**src/rtl/core/plt_pkg.sv**
```systemverilog
// types and constants of the peak load tracker
package plt_pkg;

    localparam int unsigned OUT_W = 32;
    localparam int unsigned PCT_SQUARE = 10000;
    localparam logic [7:0] PERIOD_RESET = 8'd11;

    typedef struct packed {
        logic [31:0] sample_load;
        logic        reset_request;
    } in_item_t;

    typedef struct packed {
        logic        updated;
        logic [31:0] load_out;
        logic [31:0] total_out;
    } out_item_t;

endpackage

```
**src/rtl/core/plt_div.sv**
```systemverilog
// bit-serial restoring divider, one quotient bit per cycle
module plt_div #(
    parameter int unsigned DDW = 46,
    parameter int unsigned DVW = 39
) (
    input  logic           clk,
    input  logic           rst_n,
    input  logic           start,
    input  logic [DDW-1:0] dividend,
    input  logic [DVW-1:0] divisor,
    output logic           done,
    output logic [DDW-1:0] quotient
);

    localparam int unsigned CW = (DDW > 1) ? $clog2(DDW) : 1;

    logic           busy_reg, busy_next;
    logic           done_reg, done_next;
    logic [CW-1:0]  cnt_reg, cnt_next;
    logic [DVW-1:0] rem_reg, rem_next;
    logic [DVW-1:0] dvs_reg, dvs_next;
    logic [DDW-1:0] quo_reg, quo_next;
    logic [DVW:0]   shifted;
    logic [DVW:0]   diff;
    logic           ge;

    assign shifted = {rem_reg, quo_reg[DDW-1]};
    assign diff    = shifted - {1'b0, dvs_reg};
    assign ge      = shifted >= {1'b0, dvs_reg};

    always_comb
    begin
        busy_next = busy_reg;
        done_next = 1'b0;
        cnt_next  = cnt_reg;
        rem_next  = rem_reg;
        dvs_next  = dvs_reg;
        quo_next  = quo_reg;
        if (start)
        begin
            busy_next = 1'b1;
            cnt_next  = '0;
            rem_next  = '0;
            dvs_next  = divisor;
            quo_next  = dividend;
        end
        else if (busy_reg)
        begin
            rem_next = ge ? diff[DVW-1:0] : shifted[DVW-1:0];
            quo_next = {quo_reg[DDW-2:0], ge};
            cnt_next = cnt_reg + 1'b1;
            if (cnt_reg == CW'(DDW - 1))
            begin
                busy_next = 1'b0;
                done_next = 1'b1;
            end
        end
    end

    always_ff @(posedge clk or negedge rst_n)
    begin
        if (!rst_n)
        begin
            busy_reg <= 1'b0;
            done_reg <= 1'b0;
            cnt_reg  <= '0;
        end
        else
        begin
            busy_reg <= busy_next;
            done_reg <= done_next;
            cnt_reg  <= cnt_next;
        end
    end

    always_ff @(posedge clk)
    begin
        rem_reg <= rem_next;
        dvs_reg <= dvs_next;
        quo_reg <= quo_next;
    end

    assign done     = done_reg;
    assign quotient = quo_reg;

endmodule

```
**src/rtl/core/peak_load_tracker_core.sv**
```systemverilog
// peak load tracker top level: period counter, peak and reference, correction sequencer
// reset request and latch step: from the transfer straight to ST_OUT; plain step through ST_MAX, then ST_OUT
// period step: up to five divisions on the shared bit-serial divider, each started in ST_LOAD and awaited in ST_WAIT,
// then ST_MAX and ST_OUT (three divisions when the rise test fails, none when the sample or the peak is zero)
// one sample in work at a time; the next transfer can come the cycle after the result registers
// reset clears peak, reference and counter and sets the correction period to 11
module peak_load_tracker_core #(
    parameter int unsigned LOAD_WIDTH = 32
) (
    input  logic               clk,
    input  logic               rst_n,
    input  logic               sample_valid,
    output logic               sample_ready,
    input  plt_pkg::in_item_t  sample,
    output logic               result_valid,
    input  logic               result_ready,
    output plt_pkg::out_item_t result,
    input  logic               cfg_valid,
    output logic               cfg_ready,
    input  logic [7:0]         cfg_data
);

    import plt_pkg::*;

    localparam int unsigned PW = LOAD_WIDTH + 7;
    localparam int unsigned DW = LOAD_WIDTH + 14;

    localparam logic [2:0] ST_IDLE = 3'd0;
    localparam logic [2:0] ST_LOAD = 3'd1;
    localparam logic [2:0] ST_WAIT = 3'd2;
    localparam logic [2:0] ST_MAX  = 3'd3;
    localparam logic [2:0] ST_OUT  = 3'd4;

    localparam logic [2:0] STEP_P0 = 3'd0;
    localparam logic [2:0] STEP_P1 = 3'd1;
    localparam logic [2:0] STEP_P2 = 3'd2;
    localparam logic [2:0] STEP_Q3 = 3'd3;
    localparam logic [2:0] STEP_Q4 = 3'd4;

    logic [2:0]            state_reg, state_next;
    logic [2:0]            step_reg, step_next;
    logic [7:0]            period_reg, period_next;
    logic [7:0]            count_reg, count_next;
    logic [LOAD_WIDTH-1:0] peak_reg, peak_next;
    logic [LOAD_WIDTH-1:0] ref_reg, ref_next;
    logic [LOAD_WIDTH-1:0] sample_reg, sample_next;
    logic                  repl_reg, repl_next;
    logic                  res_valid_reg, res_valid_next;
    logic [PW-1:0]         p0_reg, p0_next;
    logic [PW-1:0]         p1_reg, p1_next;
    logic [PW-1:0]         p2_reg, p2_next;
    logic [DW-1:0]         q3_reg, q3_next;
    out_item_t             pend_reg, pend_next;
    out_item_t             res_reg, res_next;

    logic [LOAD_WIDTH-1:0] smp;
    logic [7:0]            cnt_inc;
    logic [7:0]            latch_at;
    logic [LOAD_WIDTH-1:0] peak_new;
    logic                  div_start;
    logic                  div_done;
    logic [DW-1:0]         div_quo;
    logic [DW-1:0]         div_dividend;
    logic [PW-1:0]         div_divisor;
    logic [DW-1:0]         ref_w;
    logic [DW-1:0]         smp_w;
    logic [DW-1:0]         p2_w;
    logic [DW-1:0]         ref_x100;
    logic [DW-1:0]         smp_x100;
    logic [DW-1:0]         p2_x105;

    assign smp      = LOAD_WIDTH'(sample.sample_load);
    assign cnt_inc  = count_reg + 8'd1;
    assign latch_at = period_reg - 8'd1;
    assign peak_new = (repl_reg || (sample_reg > peak_reg)) ? sample_reg : peak_reg;

    // constant multiplies as shift-add: 100 = 64+32+4, 105 = 64+32+8+1
    assign ref_w    = DW'(ref_reg);
    assign smp_w    = DW'(sample_reg);
    assign p2_w     = DW'(p2_reg);
    assign ref_x100 = (ref_w << 6) + (ref_w << 5) + (ref_w << 2);
    assign smp_x100 = (smp_w << 6) + (smp_w << 5) + (smp_w << 2);
    assign p2_x105  = (p2_w << 6) + (p2_w << 5) + (p2_w << 3) + p2_w;

    always_comb
    begin
        case (step_reg)
            STEP_P0:
            begin
                div_dividend = ref_x100;
                div_divisor  = PW'(sample_reg);
            end
            STEP_P1:
            begin
                div_dividend = ref_x100;
                div_divisor  = PW'(peak_reg);
            end
            STEP_P2:
            begin
                div_dividend = smp_x100;
                div_divisor  = PW'(peak_reg);
            end
            STEP_Q3:
            begin
                div_dividend = p2_x105;
                div_divisor  = p1_reg;
            end
            default:
            begin
                div_dividend = DW'(PCT_SQUARE);
                div_divisor  = p0_reg;
            end
        endcase
    end

    plt_div #(
        .DDW (DW),
        .DVW (PW)
    ) u_div (
        .clk      (clk),
        .rst_n    (rst_n),
        .start    (div_start),
        .dividend (div_dividend),
        .divisor  (div_divisor),
        .done     (div_done),
        .quotient (div_quo)
    );

    always_comb
    begin
        state_next     = state_reg;
        step_next      = step_reg;
        period_next    = period_reg;
        count_next     = count_reg;
        peak_next      = peak_reg;
        ref_next       = ref_reg;
        sample_next    = sample_reg;
        repl_next      = repl_reg;
        res_valid_next = res_valid_reg;
        p0_next        = p0_reg;
        p1_next        = p1_reg;
        p2_next        = p2_reg;
        q3_next        = q3_reg;
        pend_next      = pend_reg;
        res_next       = res_reg;
        div_start      = 1'b0;

        if (cfg_valid)
        begin
            period_next = cfg_data;
        end

        if (res_valid_reg && result_ready)
        begin
            res_valid_next = 1'b0;
        end

        case (state_reg)
            ST_IDLE:
            begin
                if (sample_valid)
                begin
                    sample_next = smp;
                    repl_next   = 1'b0;
                    if (sample.reset_request)
                    begin
                        peak_next  = '0;
                        count_next = '0;
                        pend_next  = '{updated: 1'b0, load_out: '0, total_out: '0};
                        state_next = ST_OUT;
                    end
                    else if (cnt_inc == latch_at)
                    begin
                        ref_next   = smp;
                        count_next = cnt_inc;
                        pend_next  = '{updated: 1'b1, load_out: OUT_W'(peak_reg),
                                       total_out: OUT_W'(peak_reg)};
                        state_next = ST_OUT;
                    end
                    else if (cnt_inc == period_reg)
                    begin
                        count_next = '0;
                        if ((smp == '0) || (peak_reg == '0))
                        begin
                            state_next = ST_MAX;
                        end
                        else
                        begin
                            step_next  = STEP_P0;
                            state_next = ST_LOAD;
                        end
                    end
                    else
                    begin
                        count_next = cnt_inc;
                        state_next = ST_MAX;
                    end
                end
            end
            ST_LOAD:
            begin
                div_start  = 1'b1;
                state_next = ST_WAIT;
            end
            ST_WAIT:
            begin
                if (div_done)
                begin
                    case (step_reg)
                        STEP_P0:
                        begin
                            p0_next    = PW'(div_quo);
                            step_next  = STEP_P1;
                            state_next = ST_LOAD;
                        end
                        STEP_P1:
                        begin
                            p1_next    = PW'(div_quo);
                            step_next  = STEP_P2;
                            state_next = ST_LOAD;
                        end
                        STEP_P2:
                        begin
                            p2_next = PW'(div_quo);
                            if ((p0_reg == '0) || (p1_reg == '0) || (PW'(div_quo) <= p1_reg))
                            begin
                                state_next = ST_MAX;
                            end
                            else
                            begin
                                step_next  = STEP_Q3;
                                state_next = ST_LOAD;
                            end
                        end
                        STEP_Q3:
                        begin
                            q3_next    = div_quo;
                            step_next  = STEP_Q4;
                            state_next = ST_LOAD;
                        end
                        default:
                        begin
                            repl_next  = q3_reg < div_quo;
                            state_next = ST_MAX;
                        end
                    endcase
                end
            end
            ST_MAX:
            begin
                peak_next  = peak_new;
                pend_next  = '{updated: 1'b1, load_out: OUT_W'(sample_reg),
                               total_out: OUT_W'(peak_new)};
                state_next = ST_OUT;
            end
            ST_OUT:
            begin
                if (!res_valid_reg || result_ready)
                begin
                    res_next       = pend_reg;
                    res_valid_next = 1'b1;
                    state_next     = ST_IDLE;
                end
            end
            default:
            begin
                state_next = ST_IDLE;
            end
        endcase
    end

    always_ff @(posedge clk or negedge rst_n)
    begin
        if (!rst_n)
        begin
            state_reg     <= ST_IDLE;
            step_reg      <= STEP_P0;
            period_reg    <= PERIOD_RESET;
            count_reg     <= '0;
            peak_reg      <= '0;
            ref_reg       <= '0;
            repl_reg      <= 1'b0;
            res_valid_reg <= 1'b0;
        end
        else
        begin
            state_reg     <= state_next;
            step_reg      <= step_next;
            period_reg    <= period_next;
            count_reg     <= count_next;
            peak_reg      <= peak_next;
            ref_reg       <= ref_next;
            repl_reg      <= repl_next;
            res_valid_reg <= res_valid_next;
        end
    end

    always_ff @(posedge clk)
    begin
        sample_reg <= sample_next;
        p0_reg     <= p0_next;
        p1_reg     <= p1_next;
        p2_reg     <= p2_next;
        q3_reg     <= q3_next;
        pend_reg   <= pend_next;
        res_reg    <= res_next;
    end

    assign sample_ready = (state_reg == ST_IDLE);
    assign result_valid = res_valid_reg;
    assign result       = res_reg;
    assign cfg_ready    = 1'b1;

endmodule

```
**config.mk**
```make
export PLATFORM = sky130hd
export DESIGN_NAME = peak_load_tracker_core
export DESIGN_NICKNAME = d
export VERILOG_FILES = /design/src/rtl/core/plt_pkg.sv /design/src/rtl/core/plt_div.sv /design/src/rtl/core/peak_load_tracker_core.sv
export SDC_FILE = /design/constraint.sdc
export NUM_CORES = 1
export LEC_CHECK = 0
export BUFFER_PORTS_ARGS = -buffer_cell sky130_fd_sc_hd__buf_2
export CAP_MARGIN = 10
export CORE_MARGIN = 2
export CORE_UTILIZATION = 64
export DETAILED_ROUTE_END_ITERATION = 6
export PLACE_DENSITY = 0.84
export SKIP_CTS_REPAIR_TIMING = 1
export SYNTH_ARGS = -nofsm -noshare
export SYNTH_HDL_FRONTEND = slang
export SYNTH_HIERARCHICAL = 1
export SYNTH_SLANG_ARGS = --single-unit
```
**constraint.sdc**
```tcl
create_clock -name clk -period 7.27 [get_ports clk]
set_input_delay 1.454 -clock clk [delete_from_list [all_inputs] [get_ports clk]]
set_output_delay 1.454 -clock clk [all_outputs]
set_load 0.02 [all_outputs]
```
==> summary.md <==
| Metric | Value |
|---|---|
| Most numerous cell in the Yosys netlist | `edfxtp_1` |
| Worst slack at placement | `2430 ps` |
| Initial Utilization | `0.647` |
| Crit path required time | `7630 ps` |
| Num rows | `85` |
| Area contributors post-synth | `edfxtp_1 (35%), ha_1 (10%), fa_1 (7.5%), dfrtp_1 (6.7%), inv_1 (3.2%)` |
| Via count | `26400` |
| Clock sinks | `545` |
| Min-Delay Path Class | `flip-flop to flip-flop` |
| Initial antenna violation count | `1` |
| H-tree Lvls | `2` |
| Via/cell ratio | `6.64` |
| DR iter-0 viols | `2625` |
| Slowest-stage cell, CP | `edfxtp_1` |
| Clock Tree Buf Depth | `3` |
| CP Data Arrival Time | `5250 ps` |
| TritonCTS buffer count | `57` |
| Tcrit/Tclk final | `0.674` |
| Die Y | `238 um` |
| Crit. End Element | `flip-flop` |
| Most used DFF post-synth | `edfxtp_1` |
| Post-DP HPWL | `69.2 mm` |
| Layout cells sized above 1 | `0.112` |
| Overflow after GRT | `0` |
| Cell taking the most area after synthesis | `edfxtp_1` |
| Setup TNS | `0 ps` |
| Ys Warns | `6` |
| Count of cell types in the netlist | `92` |
| Startpoint Class | `flip-flop` |
| PnR worst setup slack | `2370 ps` |
| Peak supply drop | `0.000268 V` |
| Die area | `56400 um^2` |
| Unrepaired setup endpoints after global routing | `false` |
| Post-route ant nets | `0` |
| Status | `completed` |
| Port bufs | `112` |
| Total Nets Final | `3687` |
| Cell Pwr Density | `369 nW/um^2` |
| Final WL | `96.3 mm` |
| Cells along the critical path | `fa_1 -> ha_1 -> fa_1 -> a211oi_1 -> o211ai_1 -> o2111a_1 -> o2111ai_1 -> a21o_1 -> o21bai_1 -> a211o_1 -> a31oi_1 -> xor2_1 -> o221ai_1 -> mux2_2` |
| Slew @ Worst Pin | `1190 ps` |
| First drt pass iteration count | `6` |
| GPL Wtd Cong | `0.961` |
| Crit path kind | `flip-flop to flip-flop` |
| Avg Inst Size Synth | `11.1 um^2` |
| Post-synth EDFFs | `410` |
| Delay-heaviest family, CP | `compound AO/OA/AOI/OAI gates` |
| CP max FO | `8` |
| CTS tree | `built` |
| Fin. Hold Viols | `0` |
| Synthesized flop and latch total | `545` |
| Largest net degree at the start of global routing | `129` |
| P&R area growth vs syn | `9.13%` |
| Clk pin slew, worst setup/hold paths | `70 ps` |
| Post-Syn Area | `34900 um^2` |
| DR DRC count | `0` |
| Fmax | `204 MHz` |
| Worst-Skew Late Latency | `660 ps` |
| First-pass GRT wire length | `148 mm` |
| GRT Util Overall | `0.340` |
| # setup viols final | `0` |
| Crit path largest cell delay | `700 ps` |
| Post-synth ARST share | `0.176` |
| Root buf cell | `clkbuf_16` |
| Die X | `238 um` |
| Slew Viols, Final | `0` |
| Max-Cap Viols | `0` |
| Register area share after synthesis | `0.444` |
| Clock Skews | `62.5 ps` |
| Vias in the first global route | `26300` |
| Core ar. | `53900 um^2` |
| Fin crit period | `4900 ps` |
| Most frequent cells after synthesis | `edfxtp_1 (410), inv_1 (298), ha_1 (283)` |
| Most frequent cell on the critical path | `fa_1` |
| I/O pins | `114` |
| Yosys top cell area share | `0.353` |
| Mean routed wirelength per cell | `24.2 um` |
| Static Leak | `16.2 nW` |
| Synthesized net count | `3612` |
| Crit path buffers/inverters | `0` |
| Gate Count Post-Synth | `3153` |
| Slew headroom | `0.205` |
layout by cell type (no fill, tap or decap), types with 106 or more instances in the layout:
cell type	n
edfxtp_1	410
inv_1	297
ha_1	283
nand2_1	214
nor2_1	176
a21oi_1	170
fa_1	130
o21ai_0	128
buf_2	111
a21o_1	106
per-stage QoR:
stage	instances	area [um^2]	hold slack, ps	util	total power, W
after CTS	3972	38100	415	0.706	0.0139
after floorplan	3153	34900	400	-	0.00905
after detailed placement	3864	36000	405	0.668	0.0108
final	3974	38100	416	0.707	0.0141
after global placement	3864	36000	403	0.668	0.0105
after global routing	3974	38100	422	0.707	0.0147
worst register-to-register path: cells and delay by family (launching register included):
| family | cells | cell delay, ps |
|---|---|---|
| flops | 1 | 700 |
| xor+xnor | 1 | 190 |
| compound gates | 9 | 2180 |
| fa+ha+maj | 3 | 1220 |
| mux | 1 | 310 |
final cells by class:
type	count	area, um^2
antenna	1	2.50
fill	3640	15800
clock buffer	67	1510
clock inverter	41	519
multi-input combinational	2192	17800
inverter	298	1120
tap	696	871
timing repair buffer	134	761
sequential	545	15500
cell families (layout without fill, tap and decap cells):
kind of cell,after synthesis,count (layout),share of synthesized area
AO/OA/AOI/OAI,840,840,0.165
other,1,2,0.000107
adder cells (fa/ha/maj),413,413,0.176
flip-flops,545,545,0.444
XOR/XNOR,139,139,0.0353
AND/OR/NAND/NOR,672,672,0.0918
multiplexers,127,127,0.0397
buffers and inverters,416,540,0.0478
per-layer routing:
metal,up-vias,wire length [um],track usage
met1,12900,36300,0.432
met4,0,5970,0.183
met5,-,0,0
li1,11800,-,-
met3,318,8960,0.0749
met2,1360,45000,0.549
power breakdown:
group	leakage (nW)	switching (W)	total, W	internal, W
Sequential	5.45	0.000963	0.00528	0.00431
Combinational	9.73	0.00332	0.00567	0.00235
Clock	0.978	0.00132	0.00311	0.00179
path summary, 6_finish.rpt:
| check | startpoint | to | slack (ps) | cells past startpoint |
|---|---|---|---|---|
| worst min register to register | pend_reg[44] | result[44] | 420 | 0 |
| worst min-delay path | pend_reg[44] | result[44] | 420 | 0 |
| max in group asynchronous | rst_n | ref_reg[27] | 5200 | 2 |
| worst max register to register | sample_reg[4] | u_div/quotient[36] | 2370 | 14 |
| worst max-delay path | sample_reg[4] | u_div/quotient[36] | 2370 | 14 |
| min in group asynchronous | rst_n | peak_reg[10] | 730 | 1 |
No activity file was read; power rests on OpenSTA's default activity.
